$ cat src/hbp_pkg.sv
// shared constants and types of the height map box placement engine
`timescale 1ns / 1ps

package hbp_pkg;

	// default geometry of the floor grid
	localparam int DEF_GRID_ROWS   = 32;
	localparam int DEF_GRID_COLS   = 32;
	localparam int DEF_HEIGHT_BITS = 10;

	// fixed field widths of the channels
	localparam int POS_W     = 5;
	localparam int LEN_W     = 6;
	localparam int TALL_W    = 10;
	localparam int LVL_W     = 10;
	localparam int CNT_OUT_W = 11;
	localparam int CH_W      = 10;
	localparam int AREA_W    = 2 * LEN_W;

	// container height after reset
	localparam logic [CH_W-1:0] CH_RESET = 10'd1023;

	// request kinds
	typedef enum logic {
		REQ_QUERY = 1'b0,
		REQ_PLACE = 1'b1
	} hbp_req_kind_t;

	// sequencer states
	typedef enum logic [1:0] {
		ST_IDLE,
		ST_SCAN,
		ST_DRAIN,
		ST_FINISH
	} hbp_state_t;

endpackage

$ cat src/hbp_row_update.sv
// saturating height add over the footprint cells of one row word
`timescale 1ns / 1ps

module hbp_row_update import hbp_pkg::*; #(
	parameter int GRID_COLS   = DEF_GRID_COLS,
	parameter int HEIGHT_BITS = DEF_HEIGHT_BITS,
	localparam int ROW_W = GRID_COLS * HEIGHT_BITS
) (
	input  logic [ROW_W-1:0]       row_cells,
	input  logic [GRID_COLS-1:0]   col_mask,
	input  logic [TALL_W-1:0]      tall,
	input  logic [HEIGHT_BITS-1:0] cap,
	output logic [ROW_W-1:0]       row_new
);

	localparam int SW = ((HEIGHT_BITS > TALL_W) ? HEIGHT_BITS : TALL_W) + 1;

	// one lane per column; a cell already above the cap stays where it is
	for (genvar c = 0; c < GRID_COLS; c++) begin : g_col
		logic [HEIGHT_BITS-1:0] h, lim;
		logic [SW-1:0]          sum;
		logic [HEIGHT_BITS-1:0] sat;
		assign h   = row_cells[c*HEIGHT_BITS +: HEIGHT_BITS];
		assign lim = (h > cap) ? h : cap;
		assign sum = SW'(h) + SW'(tall);
		assign sat = (sum > SW'(lim)) ? lim : HEIGHT_BITS'(sum);
		assign row_new[c*HEIGHT_BITS +: HEIGHT_BITS] = col_mask[c] ? sat : h;
	end

endmodule

$ cat config.mk
export PLATFORM = sky130hd
export DESIGN_NAME = hbp_row_update
export DESIGN_NICKNAME = d
export VERILOG_FILES = /design/src/hbp_pkg.sv /design/src/hbp_row_update.sv
export SDC_FILE = /design/constraint.sdc
export NUM_CORES = 2
export LEC_CHECK = 0
export BUFFER_PORTS_ARGS = -buffer_cell sky130_fd_sc_hd__buf_2
export CORE_MARGIN = 2
export CORE_UTILIZATION = 35
export DETAILED_ROUTE_END_ITERATION = 10
export GPL_TIMING_DRIVEN = 0
export SLEW_MARGIN = 20
export SYNTH_ARGS = -nofsm -noshare
export SYNTH_HDL_FRONTEND = slang
export SYNTH_SLANG_ARGS = --single-unit
$ cat constraint.sdc
create_clock -name vclk -period 8.2
set_clock_uncertainty 0.05 [all_clocks]
set_input_delay 0.82 -clock vclk [all_inputs]
set_output_delay 0.82 -clock vclk [all_outputs]
set_load 0.1 [all_outputs]
# Word-level counts from Yosys, hierarchy flattened
# Cells that the tools add are included.
# W data, S select, Z words.
[classes]
add_sub_neg = 32
n_mul = 0
n_div = 0
order_cmp = 64
eq_ne = 0
n_shift = 0
muxes = 96
bitwise_logic = 0
reduce_logical = 0
[op_table]
columns = ["cell", "count"]
rows = [
  ["$mux W10", 96],
  ["$add A10 B10 Y11", 32],
  ["$gt A11 B10 Y1", 32],
  ["$gt A10 B10 Y1", 32],
]
[word_totals]
reg_bits = 0
latchBits = 0
ramBits = 0
mem_bits_ro = 0
input_bits = 372
output_inout_bits = 320
n_memories = 0

# Longest topological paths before layout
[depth]
word_depth = 5
mapped_depth = 22

# Least setup slack after synthesis
# No wires, ideal clock.
[synth_timing]
kind = "input-to-output"
startpoint = "input cap[9]"
endpoint = "output row_new[99]"
arrival_time_ns = 7.609
t_required_ns = 7.330
slack_ns = -0.279
stages = 19
n_path_buf = 5
path_cell_list = "inv_1 > clkbuf_1 > clkbuf_1 > ha_1 > nand4_1 > nor3_1 > o41ai_2 > clkbuf_1 > buf_2 > mux2i_1 > ha_1 > a21o_1 > a21oi_1 > nand2_1 > o21ai_1 > o311a_1 > clkbuf_1 > o21ai_2 > a211oi_1"
[synth_between]
elab_chain_cells = 5
[synth_rtl]
columns = ["element", "line", "source"]
rows = [
  ["from (decl)", "hbp_row_update.sv:12", "input logic [HEIGHT_BITS-1:0] cap,"],
  ["$gt A10 B10 Y1", "hbp_row_update.sv:24", "assign lim = (h > cap) ? h : cap;"],
  ["$mux W10 *", "hbp_row_update.sv:24", ""],
  ["$gt A11 B10 Y1", "hbp_row_update.sv:26", "assign sat = (sum > SW'(lim)) ? lim : HEIGHT_BITS'(sum);"],
  ["$mux W10 *", "hbp_row_update.sv:26", ""],
  ["$mux W10 *", "hbp_row_update.sv:27", "assign row_new[c*HEIGHT_BITS +: HEIGHT_BITS] = col_mask[c] ? sat : h;"],
  ["to (decl)", "hbp_row_update.sv:13", "output logic [ROW_W-1:0] row_new"],
]
# Mark *: on every way between the ends. The rest lies on a longest branch, timed or not.

# Worst setup path after layout
[layout_timing]
startpoint = "input cap[6]"
endpoint = "output row_new[79]"
# Same word-level chain as after synthesis.

==> summary by stage <==
Floorplanning
For this configuration, the core starts out at a cell density of approximately a third. The number of placement rows is 120. The die boundary height is 332 µm. The placeable core region is about 110000 µm².

The die width is between 300 and 400 µm. 692 I/O pins were placed. The die covers ~110000 µm².

STA
The total count of hold-check failures in the final report is 0. The post-layout worst setup margin is ~240 ps. Setup repair after global routing left no endpoint under its margin.

The actual transition at the worst max-transition pin is ~1200 ps. After routing, the total negative slack on setup checks comes to 0 ps. The tightest slew margin relative to the limit is between 15 and 20%. The worst path needs between 7000 and 8000 ps of the cycle, external delays included. After layout, the worst path uses 97.1% of the clock period.

The achievable clock frequency is roughly 0.13 GHz. The max-slew violation total from the final report is 0. Setup violations remaining at the end of the flow were counted as 0. The worst slack on hold paths is between 2000 and 2500 ps.

Critical path
The cell type of the slowest stage on the worst timing path is clkbuf_4. The signal on the critical path passes through buf_2, clkinvlp_4, clkbuf_4, buf_12, ha_1, nand4_1, nor3_1, o21ai_1, a31oi_1, clkbuf_1, clkbuf_1, a21oi_1, ha_1, nand4_1, a211oi_1, a311oi_1, o22ai_1, clkbuf_1, o32ai_1, a21oi_1, buf_2. The kind of capture point of the worst setup path is an output pin. The critical path class is input port to output pin. Data on the critical path is required at its endpoint by around 7300 ps. The largest fanout on the critical path is 24. Data on the critical path arrives at its endpoint at a little over 7000 ps. The cell repeated most along the worst path is clkbuf_1. The element type at the critical path start is an input port. The delay contributed by the slowest stage of the critical path is between 500 and 600 ps.

Placement
Detailed placement ended at an HPWL of 138000 µm. The count of input and output buffers is between 600 and 700. The congestion estimate from routability-driven global placement came to between 0.9 and 1. The setup slack after placement is -47.7 ps.

Finish
The core occupancy in the finished layout is roughly two fifths. Cells with a size suffix above 1 make up approximately 16% of the layout. The count of nets after finishing is between 6k and 7k. The final sequential cell count is 0. Counting the clock-network buffers in the layout gives 0. Compared with the post-synthesis result, the final layout area differs by 16.0%. The sequential cells in the finished layout cover a total of 0 µm².

Power
Summing internal, switching and leakage power gives between 7 and 8 mW. Dividing total power by cell area gives a power density of 182 nW/µm². The reported leakage power is between 20 and 25 nW. The worst-case vdd ir drop is between 150 and 200 µV.

Synth
Of the synthesized area, sequential elements account for 0%. The number of nets handed over by synthesis was 6275. The library cell with the largest summed area after synthesis is ha_1. Ranked by total cell area, the synthesized netlist is headed by ha_1 (32%), a21oi_1 (6.4%), mux2i_1 (5.3%). The fraction of synthesized cell area taken by the top area cell type is between 30% and 40%.

The total standard cell area after synthesis is 37600 µm². The number of library cell types mapped by synthesis is between 90 and 100. Dividing the synthesized area by the synthesized cell count gives roughly 7.7 µm². The number of warnings issued by yosys is 0. Counting every instance in the synthesized netlist gives slightly below 5k.

GRT
Global routing used between 30 and 40% of the available tracks. The total overflow left after global routing is 0. Entering global routing, the biggest net connects 35 pins. The number of global-route vias before repair is about 41k. The first global-routing pass estimated 256000 µm of wire. The number of antenna violations at the first check in global routing is 48.

Drt
The routed wire length per instance is about 25 µm. Once detail routing completed, the nets flagged for antenna violations numbered 0. The DRC marker count from the first detailed-route iteration is about 3.9k. Using the TritonRoute via totals, the vias-per-cell ratio works out to 6.17. The number of iterations in the first detailed-routing pass is 6. The vias after detailed routing is around 44k. The routed wire length is about 180000 µm.

After detailed routing, the number of remaining DRC violations is 0.

Worst hold path
The tightest min-delay check is of the input port to output pin type.

CTS
Hold repair after CTS inserted 0 buffers.

Run status
The flow ran to the end, and the final reports show no timing, DRC or antenna violations.

Flow run
The max capacitance violation total is 0.
[repair_timing]
item,4_1_cts,5_1_grt
gates resized for setup,1,24
cloned,0,0
endpoints found under the setup margin,4,91
setup buffers,1,0
[critical path: cells and delay by family]
kind	cells	cell delay, ps
buffers and inverters	8	3310
AO/OA/AOI/OAI	8	1690
adder cells (fa/ha/maj)	2	660
AND/OR/NAND/NOR	3	520
[Yosys cell counts, types with 28 or more instances]
master	n
ha_1	960
xnor2_1	156
and3_1	62
o221ai_1	75
fa_1	32
xor2_1	69
nor2b_1	71
a21oi_1	484
a22o_1	113
o21ai_1	98
mux2_1	91
nand3b_1	28
o22ai_1	38
mux2i_1	200
o21ai_0	111
nand4_1	69
o21a_1	63
nand2_1	201
nor2_1	371
nand3_1	211
a211oi_1	107
a221o_1	41
a21o_1	143
o21bai_1	48
and2_1	63
clkbuf_1	138
nor3_1	78
a31oi_1	108
o2bb2ai_1	83
inv_1	224
nand2b_1	37
[where the power goes]
part           leakage [nW]  internal, mW  switching [mW]    total, mW
logic                  21.1          2.26            5.67         7.93
clock network      0.000196   0.000000280               0  0.000000281
registers                 0             0               0            0
[stage by stage]
stage               instances  cell area, µm²
finish                   7063           43600
global route             7041           43600
CTS                      7033           43500
detailed placement       7032           43500
global placement         7006           42800
floorplan                4911           37600
[worst paths after layout]
kind	startpoint	endpoint	slack [ps]	cells past startpoint
worst min-delay path	row_cells[3]	row_new[3]	2130	3
worst max-delay path	cap[6]	row_new[79]	240	21
[cells in the final DEF (no fill, tap or decap), drive strengths merged, types with 12 or more instances in the layout]
cell type	n
a21oi	489
clkbuf	148
nor3	78
and3	63
nand3	211
nor4	20
ha	960
nand4	69
inv	223
nand2	202
nand2b	37
a31oi	115
mux2	101
a21o	144
or3	14
xnor2	156
and2	63
o2bb2ai	84
o211ai	27
a221o	41
buf	742
o21ai	230
a211o	27
nor2b	72
xor2	69
o22ai	38
o21a	63
a22o	113
a211oi	117
diode	31
mux2i	200
o221ai	75
nor2	372
nand3b	28
o41ai	12
a21boi	12
o21bai	48
fa	32
[kinds of logic (layout without fill, tap and decap cells)]
group,Yosys count,after routing,synth area share [%]
other,0,31,0
muxes,301,301,8.41
adders and majority gates,992,992,33.6
buffers and inverters,405,1123,4.21
and+or+nand+nor,1255,1255,16.3
AOI/OAI and AO/OA,1733,1733,32.2
xor gates and xnor gates,225,225,5.24
[area by class of cell]
cell class	instances	area, µm²
Antenna cell	31	77.6
Buffer	171	786
Fill cell	11100	63100
Inverter	233	890
Multi-Input combinational cell	4506	36000
Tap cell	1403	1760
Timing Repair Buffer	719	4080
[per-layer routing]
metal	wire length [µm]	GRT usage [%]	up-vias
met4	8520	12.8	34
li1	-	-	20600
met2	78000	49.3	2064
met1	73600	38.7	20500
met3	16000	5.31	450
met5	227	0	-
No activity file was read; power rests on OpenSTA's default activity.
