<file path="src/hbp_pkg.sv">
// shared constants and types of the height map box placement engine
`timescale 1ns / 1ps

package hbp_pkg;

	// default geometry of the floor grid
	localparam int DEF_GRID_ROWS   = 32;
	localparam int DEF_GRID_COLS   = 32;
	localparam int DEF_HEIGHT_BITS = 10;

	// fixed field widths of the channels
	localparam int POS_W     = 5;
	localparam int LEN_W     = 6;
	localparam int TALL_W    = 10;
	localparam int LVL_W     = 10;
	localparam int CNT_OUT_W = 11;
	localparam int CH_W      = 10;
	localparam int AREA_W    = 2 * LEN_W;

	// container height after reset
	localparam logic [CH_W-1:0] CH_RESET = 10'd1023;

	// request kinds
	typedef enum logic {
		REQ_QUERY = 1'b0,
		REQ_PLACE = 1'b1
	} hbp_req_kind_t;

	// sequencer states
	typedef enum logic [1:0] {
		ST_IDLE,
		ST_SCAN,
		ST_DRAIN,
		ST_FINISH
	} hbp_state_t;

endpackage

</file>
<file path="src/hbp_row_reduce.sv">
// max and tie count over the footprint cells of one row word, registered root
`timescale 1ns / 1ps

module hbp_row_reduce import hbp_pkg::*; #(
	parameter int GRID_COLS   = DEF_GRID_COLS,
	parameter int HEIGHT_BITS = DEF_HEIGHT_BITS,
	localparam int ROW_W = GRID_COLS * HEIGHT_BITS,
	localparam int RC_W  = $clog2(GRID_COLS + 1)
) (
	input  logic                   clk,
	input  logic                   arst_n,
	input  logic                   in_vld,
	input  logic [ROW_W-1:0]       row_cells,
	input  logic [GRID_COLS-1:0]   col_mask,
	output logic                   vld_s2,
	output logic [HEIGHT_BITS-1:0] max_s2,
	output logic [RC_W-1:0]        cnt_s2
);

	localparam int LVLS = (GRID_COLS > 1) ? $clog2(GRID_COLS) : 0;
	localparam int P    = 1 << LVLS;

	// heap ordered tree nodes, leaves at P-1 .. 2P-2
	logic [HEIGHT_BITS-1:0] node_v [2*P-1];
	logic [RC_W-1:0]        node_c [2*P-1];

	// leaves: cells outside the footprint count as nothing
	for (genvar i = 0; i < P; i++) begin : g_leaf
		if (i < GRID_COLS) begin : g_used
			assign node_v[P-1+i] = col_mask[i] ? row_cells[i*HEIGHT_BITS +: HEIGHT_BITS] : '0;
			assign node_c[P-1+i] = RC_W'(col_mask[i]);
		end else begin : g_pad
			assign node_v[P-1+i] = '0;
			assign node_c[P-1+i] = '0;
		end
	end

	// merge pairs: keep the higher, add tie counts on equal heights
	for (genvar i = 0; i < P - 1; i++) begin : g_node
		logic a_gt, a_eq;
		assign a_gt      = node_v[2*i+1] > node_v[2*i+2];
		assign a_eq      = node_v[2*i+1] == node_v[2*i+2];
		assign node_v[i] = a_gt ? node_v[2*i+1] : node_v[2*i+2];
		assign node_c[i] = a_eq ? (node_c[2*i+1] + node_c[2*i+2]) :
			(a_gt ? node_c[2*i+1] : node_c[2*i+2]);
	end

	// valid of the root register
	always_ff @(posedge clk or negedge arst_n) begin
		if (!arst_n) begin
			vld_s2 <= 1'b0;
		end else begin
			vld_s2 <= in_vld;
		end
	end

	// root register
	always_ff @(posedge clk) begin
		if (in_vld) begin
			max_s2 <= node_v[0];
			cnt_s2 <= node_c[0];
		end
	end

endmodule

</file>
<file path="config.mk">
export PLATFORM = sky130hd
export DESIGN_NAME = hbp_row_reduce
export DESIGN_NICKNAME = d
export VERILOG_FILES = /design/src/hbp_pkg.sv /design/src/hbp_row_reduce.sv
export SDC_FILE = /design/constraint.sdc
export NUM_CORES = 1
export LEC_CHECK = 0
export BUFFER_PORTS_ARGS = -buffer_cell sky130_fd_sc_hd__buf_2
export CORE_MARGIN = 2
export CORE_UTILIZATION = 30
export CTS_CLUSTER_DIAMETER = 80
export DETAILED_ROUTE_END_ITERATION = 12
export PLACE_DENSITY = 0.59
export SYNTH_ARGS = -nofsm -noshare
export SYNTH_HDL_FRONTEND = slang
export SYNTH_SLANG_ARGS = --single-unit
</file>
<file path="constraint.sdc">
create_clock -name clk -period 0.8 [get_ports clk]
set_input_delay 0.12 -clock clk [delete_from_list [all_inputs] [get_ports clk]]
set_output_delay 0.12 -clock clk [all_outputs]
set_load 0.05 [all_outputs]
</file>
* Yosys cells after proc, flatten, opt, wreduce, memory -nomap -nowiden
Cells that the tools add are included.
Word-level totals: register bits 17, logic and storage cells 221
Operators by class: add/subtract/negate cells 31, magnitude comparators 31, equality and inequality tests 31, muxes and demuxes 125
Operators with widths (count):
- 10-bit 2-to-1 mux | 63
- 10-bit equality test | 31
- 10-bit > comparator | 31
- 6-bit 2-to-1 mux | 30
- 6-bit adder | 15
- 1-bit by 1-bit adder with 2-bit output | 16
- 2-bit 2-to-1 mux | 16
- 1-bit 2-to-1 mux | 16

* Longest topological paths before layout
Gate-level depths: netlist of the first run.
depth in word-level cells 12, mapped depth 59

* Worst setup path before layout of the first run
No wires, ideal clock.
path type input to register, start input col_mask[7], end register cnt_s2[0] (data pin), setup time 0.261 ns, arrival 10.639 ns, data required time 0.539 ns, setup slack -10.100 ns, stages on the path 55, path buffers 4, path through clkbuf_1 -> buf_1 -> nand2_1 -> ha_1 -> o21ai_0 -> a21oi_1 -> o31ai_1 -> a31oi_1 -> a21o_1 -> nand2_1 -> clkbuf_1 -> a31oi_1 -> ha_1 -> and3_1 -> nand3_1 -> or4_1 -> mux2i_2 -> o21bai_4 -> [... 19 more ...] -> a21oi_1 -> o21ai_1 -> nand2_2 -> mux2i_1 -> inv_1 -> ha_1 -> a21o_1 -> a21o_1 -> a21oi_1 -> nor2b_1 -> o21ai_0 -> nand2_1 -> a21o_1 -> a21oi_1 -> nor2_1 -> inv_2 -> a311oi_1 -> a221o_1
RTL lines:
- from (decl) | line hbp_row_reduce.sv:14 | input logic [GRID_COLS-1:0] col_mask,
- to (signal assigned) | line hbp_row_reduce.sv:61 | cnt_s2 <= node_c[0];
- to (decl) | line hbp_row_reduce.sv:17 | output logic [RC_W-1:0] cnt_s2

==> results by group, run 1 <==
Status
  – Status: finished, violations left
  – Failing checks: setup timing

Clock network
  – CTS sink count: 17
  – CTS tree: yes
  – Htree depth: 1
  – Clock Path Buffers: 2
  – Worst-path clk slew: 0.07 ns
  – CTS root buf: clkbuf_16
  – Number of buffers created by CTS: 3

Synthesis
  – Post-synth top area share: 26.1%
  – Post-synth EDFFs: 16
  – Distinct cell type count after synthesis: 100
  – Syn Area/Cell: ~6.9 um2
  – Synthesized area: 16500 um2
  – Post-synth ARST share: between 5 and 6%
  – Post-synth top area cell: ha_1
  – Dominant cells by area after synthesis: ha_1, nand2_1, mux2i_1
  – Yosys reg bits: 17
  – YS warnings: 0
  – Ys flop type: edfxtp_1
  – Mapped Cells: roughly 2400
  – Synth Net Count: 3118
  – Sequential share of the synthesized area: 3.07%

Setup path
  – Critical Path AT: 8.93 ns
  – Crit-path slowest cell: or4_4
  – WP buf/inv: 10
  – Crit path depth: 58
  – CP most frequent cell: a21o_1
  – CP peak stage delay: 0.51 ns
  – Delay-heaviest family, CP: compound AO/OA/AOI/OAI gates
  – Critical path class: in2reg
  – Maximum fanout along the worst path: 6
  – CP Capture Type: flip-flop
  – Worst setup SP type: primary input
  – Worst Path Required: 0.82 ns

Detailed routing
  – Routed len/inst: 14.6 um
  – ANT nets after route: 0
  – Total number of vias: 21500
  – Routed wire length: 64100 um
  – # DRC: 0
  – Via density: 4.90
  – DRT iter0 DRCs: between 700 and 800
  – Drt pass-1 iters: 4

STA
  – Final hold viol count: 0
  – Pins Over Slew Limit: 0
  – Peak Freq: 0.112 GHz
  – Worst slew pin tran: roughly 0.61 ns
  – Slew HR: 59.0%
  – Final period util: 1110%
  – Final min period: 8.92 ns
  – Setup-failing EPs final: 33
  – Final worst slack: -8.12 ns
  – Setup_tns: -132.22 ns
  – RSZ-0062 raised after global routing: true

Power
  – Worst vdd ir: 0.00393 V
  – PwrDens: 2790 nW/um2
  – Power, Total: 82.0 mW
  – Leak pwr: 15.4 nW

Cells and area
  – Final net count: 4410
  – Design area: about 29000 um2
  – Area growth syn-to-layout: 78.0%
  – Post-Layout Cell Count: 4392
  – Fraction of layout cells with a size suffix above 1: about half
  – Final core utilization: 54.2%

Die
  – Starting Density: a little under a third
  – FP Rows: 85
  – Die footprint: 56900 um2
  – I/O pins: about 370
  – Die H: 238 um
  – Die span in x: 238 um
  – Core Region: about 54000 um2

Place
  – Gpl congestion: 0.943
  – Placed cell count: ~4300
  – Detail Placement HPWL: 53000 um
  – Number of port buffers: around 370
  – Instance area at placement: about 26000 um2

GRT
  – Gr usage total: 21.4%
  – Grt total ovfl: 0
  – Largest net degree at the start of global routing: 19
  – First-pass GRT wire length: 102000 um
  – Vias in the first global route: 21400
  – Initial antenna violation count: 5

Hold path
  – Hold crit path type: in2async

Run
  – Max-Cap Viols: 0
[report_power, final]
group	switching, mW	internal, mW	total [mW]	leakage, nW
logic	36.5	41.8	78.3	15.1
registers	0.489	2.06	2.55	0.166
clock network	0.435	0.674	1.11	0.0409
[synthesized netlist by cell type (5+ instances only)]
master     instances
and3_1            17
o31ai_1            9
nor2b_1           22
clkbuf_1          63
buf_1              6
a211oi_2           6
o21ai_1           21
nand2_1          408
nor2_1           136
or4_1              5
nand4_1           46
o211ai_1          11
o21bai_1           5
fa_1              15
nor4_1            10
mux2i_1          113
a31oi_1           45
nand2b_1          23
o31a_1             6
a211o_1           12
o21ai_0          193
a21boi_0           5
a2111oi_0          6
and2_1            93
o21a_1            15
mux2_2            37
a211oi_1          23
xor2_1             8
a21oi_1          125
and4_1             7
inv_1            240
nand3_1           89
a21o_1            72
ha_1             344
or3_1              8
xnor2_1           13
nor3_1            24
edfxtp_1          16
[path summary, 6_finish.rpt]
| kind | slack (ns) | endpoint | startpoint |
|---|---|---|---|
| worst max-delay path | -8.12 | cnt_s2[0] | col_mask[6] |
| max in group asynchronous | 0.56 | vld_s2 | arst_n |
| min in group clk | 0.18 | vld_s2 | in_vld |
| worst min-delay path | 0.16 | vld_s2 | arst_n |
[state kept, by name (all words and copies together) (netlist names)]
register / flops
cnt_s2: 6
max_s2: 10
vld_s2: 1
[layout make-up]
type / instances / area [um2]
Fill cell: 4993 / 24800
Multi-Input combinational cell: 2073 / 17300
Timing Repair Buffer: 1359 / 9720
Inverter: 242 / 911
Tap cell: 696 / 871
Sequential cell: 17 / 505
Clock buffer: 3 / 75.1
Clock inverter: 1 / 5.00
Antenna cell: 1 / 2.50
[kinds of logic (layout without fill, tap and decap cells)]
family          count (synthesis)  in the layout  synth area share (%)
compound gates                606            608                  23.7
simple gates                  924            928                  26.7
flops                          17             17                  3.07
xor+xnor                       21             21                  1.12
other cells                     0              1                     0
buf+inv                       320           1605                  7.50
mux                           155            155                  9.84
fa+ha+maj                     361            361                  28.0
[routing by layer]
metal	up-vias	track usage (%)	part of all wire, %
met4	8	5.47	2.9
met1	9842	25.2	42
met2	393	41.4	52
li1	11200	-	-
met5	-	0	0.078
met3	111	1.49	3.0
[metrics by stage]
stage | worst slack (ns) | hold WS, ns
after floorplan | -8.63 | -0.176
after global placement | -8.73 | -0.105
after detailed placement | -8.86 | -0.104
after CTS | -7.90 | 0.144
after global routing | -8.68 | 0.180
final | -8.12 | 0.155
[cell usage in the layout (no fill, tap or decap), types with 13 or more instances in the layout]
master / count
and2_1: 78
o21a_1: 15
a21o_1: 71
a21oi_2: 36
o21ai_0: 85
nand3_1: 80
a211oi_2: 14
nand2b_1: 22
mux2i_1: 71
a21oi_1: 87
buf_2: 338
o21ai_2: 47
ha_1: 290
a31oi_1: 29
mux2i_4: 27
nand2_1: 375
and3_1: 13
nor3_1: 16
nor2_2: 18
xnor2_1: 13
a211oi_1: 14
edfxtp_1: 16
inv_2: 17
ha_4: 49
o21ai_4: 13
mux2i_2: 19
inv_1: 224
fa_1: 15
mux2_2: 34
nor2_1: 112
nand4_1: 46
and2_4: 17
nand2_2: 24
nor2b_1: 20
nand2_4: 13
buf_6: 47
buf_4: 954
o21ai_1: 73
[repair_timing]
| action | CTS | global route |
|---|---|---|
| hold buffers | 1 | 0 |
| resized for setup | 464 | 155 |
| cloned | 11 | 1 |
| setup endpoints to repair | 33 | 33 |
| pin swaps | 136 | 70 |
| hold endpoints to repair | 1 | 0 |
| buffers inserted | 64 | 29 |
Power figures use the tool's default switching activity.
==> run 2, diff against run 1 <==
SKIP_LAST_GASP = 1   (was default)
==> run 2 against run 1 <==
Compared with the run above: the flow still finishes with violations (setup timing); highest routed layer unchanged; combinational power is essentially flat; sequential power about the same; routed wire length about the same; worst hold slack worse by 0.00064 ns; largest power group unchanged; worst setup slack better by 0.0037 ns; count of clock-buffer cells in the layout did not move; core utilization about the same; non-clock buffer count unchanged; critical path depth stayed put.
==> results by group, run 2 (same netlist as run 1, synthesis figures left out) <==
Clock network
  – Number of buffers created by CTS: 3 (unchanged)
  – CTS root buf: clkbuf_16
  – Clock Path Buffers: 2 (unchanged)
  – Htree depth: 1 (unchanged)
  – Worst-path clk slew: 0.07 ns (about the same)
  – CTS sink count: 17 (unchanged)
  – CTS tree: yes

Cells and area
  – Sequential cell area: 505 um2 (unchanged)
  – Final net count: 4410 (unchanged)
  – Reg with most FFs: max_s2
  – Final-layout fill cell count: 4993 (unchanged)
  – Area growth syn-to-layout: 78.0% (about the same)
  – Fraction of layout cells with a size suffix above 1: 49.1% (about the same)
  – Commonest cells after routing, fill and taps aside: buf_4, nand2_1, buf_2
  – Area of the multi-input gates: 17300 um2 (about the same)
  – Max FFs per register: 10 (unchanged)
  – Largest regs: max_s2: 10 flops, cnt_s2: 6 flops, vld_s2: 1 flops
  – Design area: 29300 um2 (about the same)
  – Leading cell type in the layout, fill and taps excluded: buf_4

STA
  – Pins Over Slew Limit: 0 (unchanged)
  – Setup-failing EPs final: 33 (unchanged)
  – Slew HR: 59.9% (+0.82 points)
  – Peak Freq: 0.112 GHz (about the same)
  – Worst slew pin tran: 0.596 ns (-0.0122 ns)
  – Final worst slack: -8.11 ns (+0.00367 ns)
  – RSZ-0062 raised after global routing: true
  – Final hold viol count: 0 (unchanged)
  – Final min period: 8.91 ns (-0.00367 ns)
  – Final period util: 1110% (about the same)

Detailed routing
  – ANT nets after route: 0 (unchanged)
  – Routed wire length: 64100 um (about the same)
  – Drt pass-1 iters: 5 (+1)
  – Via density: 4.91 (about the same)
  – Routed len/inst: 14.6 um (about the same)
  – Total number of vias: 21500 (+0.074%)
  – # DRC: 0 (unchanged)
  – DRT iter0 DRCs: 810 (+6.2%)

Place
  – Instance area at placement: 25900 um2 (unchanged)
  – Number of port buffers: 371 (unchanged)
  – Detail Placement HPWL: 53000 um (unchanged)
  – Dpl ws: -8.86 ns (unchanged)
  – Gpl congestion: 0.943 (unchanged)

GRT
  – Largest net degree at the start of global routing: 19 (unchanged)
  – Grt total ovfl: 0 (unchanged)
  – First-pass GRT wire length: 102000 um (unchanged)
  – Gr usage total: 21.4% (unchanged)
  – Initial antenna violation count: 5 (unchanged)
  – Vias in the first global route: 21400 (unchanged)

Die
  – Die footprint: 56900 um2 (unchanged)
  – FP Rows: 85 (unchanged)
  – Die H: 238 um (unchanged)
  – Core Region: 54100 um2 (unchanged)
  – I/O pins: 372 (unchanged)
  – Starting Density: 30.5% (unchanged)
  – Die span in x: 238 um (unchanged)

Power
  – Internal power: 44.5 mW (-0.10%)
  – Comb pwr share: 95.5% (about the same)
  – Clock network fraction of total power: 1.4% (about the same)
  – Flop pwr share: 3.1% (about the same)
  – Power, Total: 81.9 mW (-0.14%)
  – Worst vdd ir: 0.00390 V (-0.68%)
  – PwrDens: 2790 nW/um2 (-0.10%)
  – NetSw: 37.3 mW (-0.18%)
  – Net Sw Frac: 45.6% (about the same)
  – Leak pwr: 15.4 nW (about the same)

Setup path
  – Worst Path Required: 0.82 ns (about the same)
  – Worst setup SP type: primary input
  – Delay-heaviest family, CP: compound AO/OA/AOI/OAI gates
  – CP Capture Type: flip-flop
  – Critical Path AT: 8.93 ns (about the same)
  – WP buf/inv: 10 (unchanged)
  – Maximum fanout along the worst path: 6 (unchanged)
  – CP peak stage delay: 0.51 ns (about the same)
  – Crit-path slowest cell: or4_4
  – CP most frequent cell: a21o_1
  – Critical path class: in2reg

Status
  – Status: finished, violations left
  – Failing checks: setup timing

Hold path
  – Hold crit path type: in2async

Run
  – Max-Cap Viols: 0 (unchanged)
[run 2: cell types whose count changed in the layout (fill, tap and decap cells not counted)]
cell	change
a311oi_1	+1
buf_6	-1
buf_4	+1
a311oi_2	-1
[run 2: worst max path at each step]
stage,depth (start not counted),endpoint,from
global route,60,cnt_s2[2],col_mask[15]
global placement,53,cnt_s2[2],col_mask[30]
floorplan,55,cnt_s2[0],col_mask[25]
detailed placement,52,cnt_s2[0],col_mask[28]
finish,58,cnt_s2[0],col_mask[6]
CTS,53,cnt_s2[0],col_mask[30]
[run 2: per-stage QoR]
step                instances  util, %  setup TNS (ns)  hold WS (ns)
finish                   4392     54.2         -132.09         0.155
CTS                      4363     52.5         -129.01         0.144
floorplan                2404        -         -133.47        -0.176
global placement         4283     47.8         -138.91        -0.105
detailed placement       4283     47.8         -140.76        -0.104
global route             4391     54.2         -140.90         0.180
[run 2: layer usage]
layer,wire length [um],part of all wire [%],up-vias,global-route usage (%)
met3,1930,3.0,111,1.49
met2,33300,52,390,41.4
met4,1840,2.9,8,5.47
met1,27000,42,9860,25.2
li1,-,-,11200,-
met5,50,0.078,-,0
[run 2: area by class of cell]
type	instances	share of cell area, %
diodes	1	0.00853
clock buffers	3	0.256
clock inverters	1	0.0171
inverters	242	3.10
multi-input cells	2073	58.8
flip-flops and latches	17	1.72
well taps	696	2.97
repair buffers	1359	33.1
[run 2: power by group through the flow]
stage,clock network (mW),registers (mW),logic [mW]
floorplan,0,3.31,33.5
global placement,0,2.56,62.2
detailed placement,0,2.54,62.8
CTS,1.13,2.57,71.5
global route,1.17,2.53,84.2
finish,1.11,2.56,78.2
[run 2: timing repair]
action	4_1_cts	5_1_grt
buffers inserted	64	29
pin swaps	136	69
gates cloned	11	1
setup endpoints to repair	33	33
hold endpoints to repair	1	0
resized for setup	464	153
hold buffers	1	0
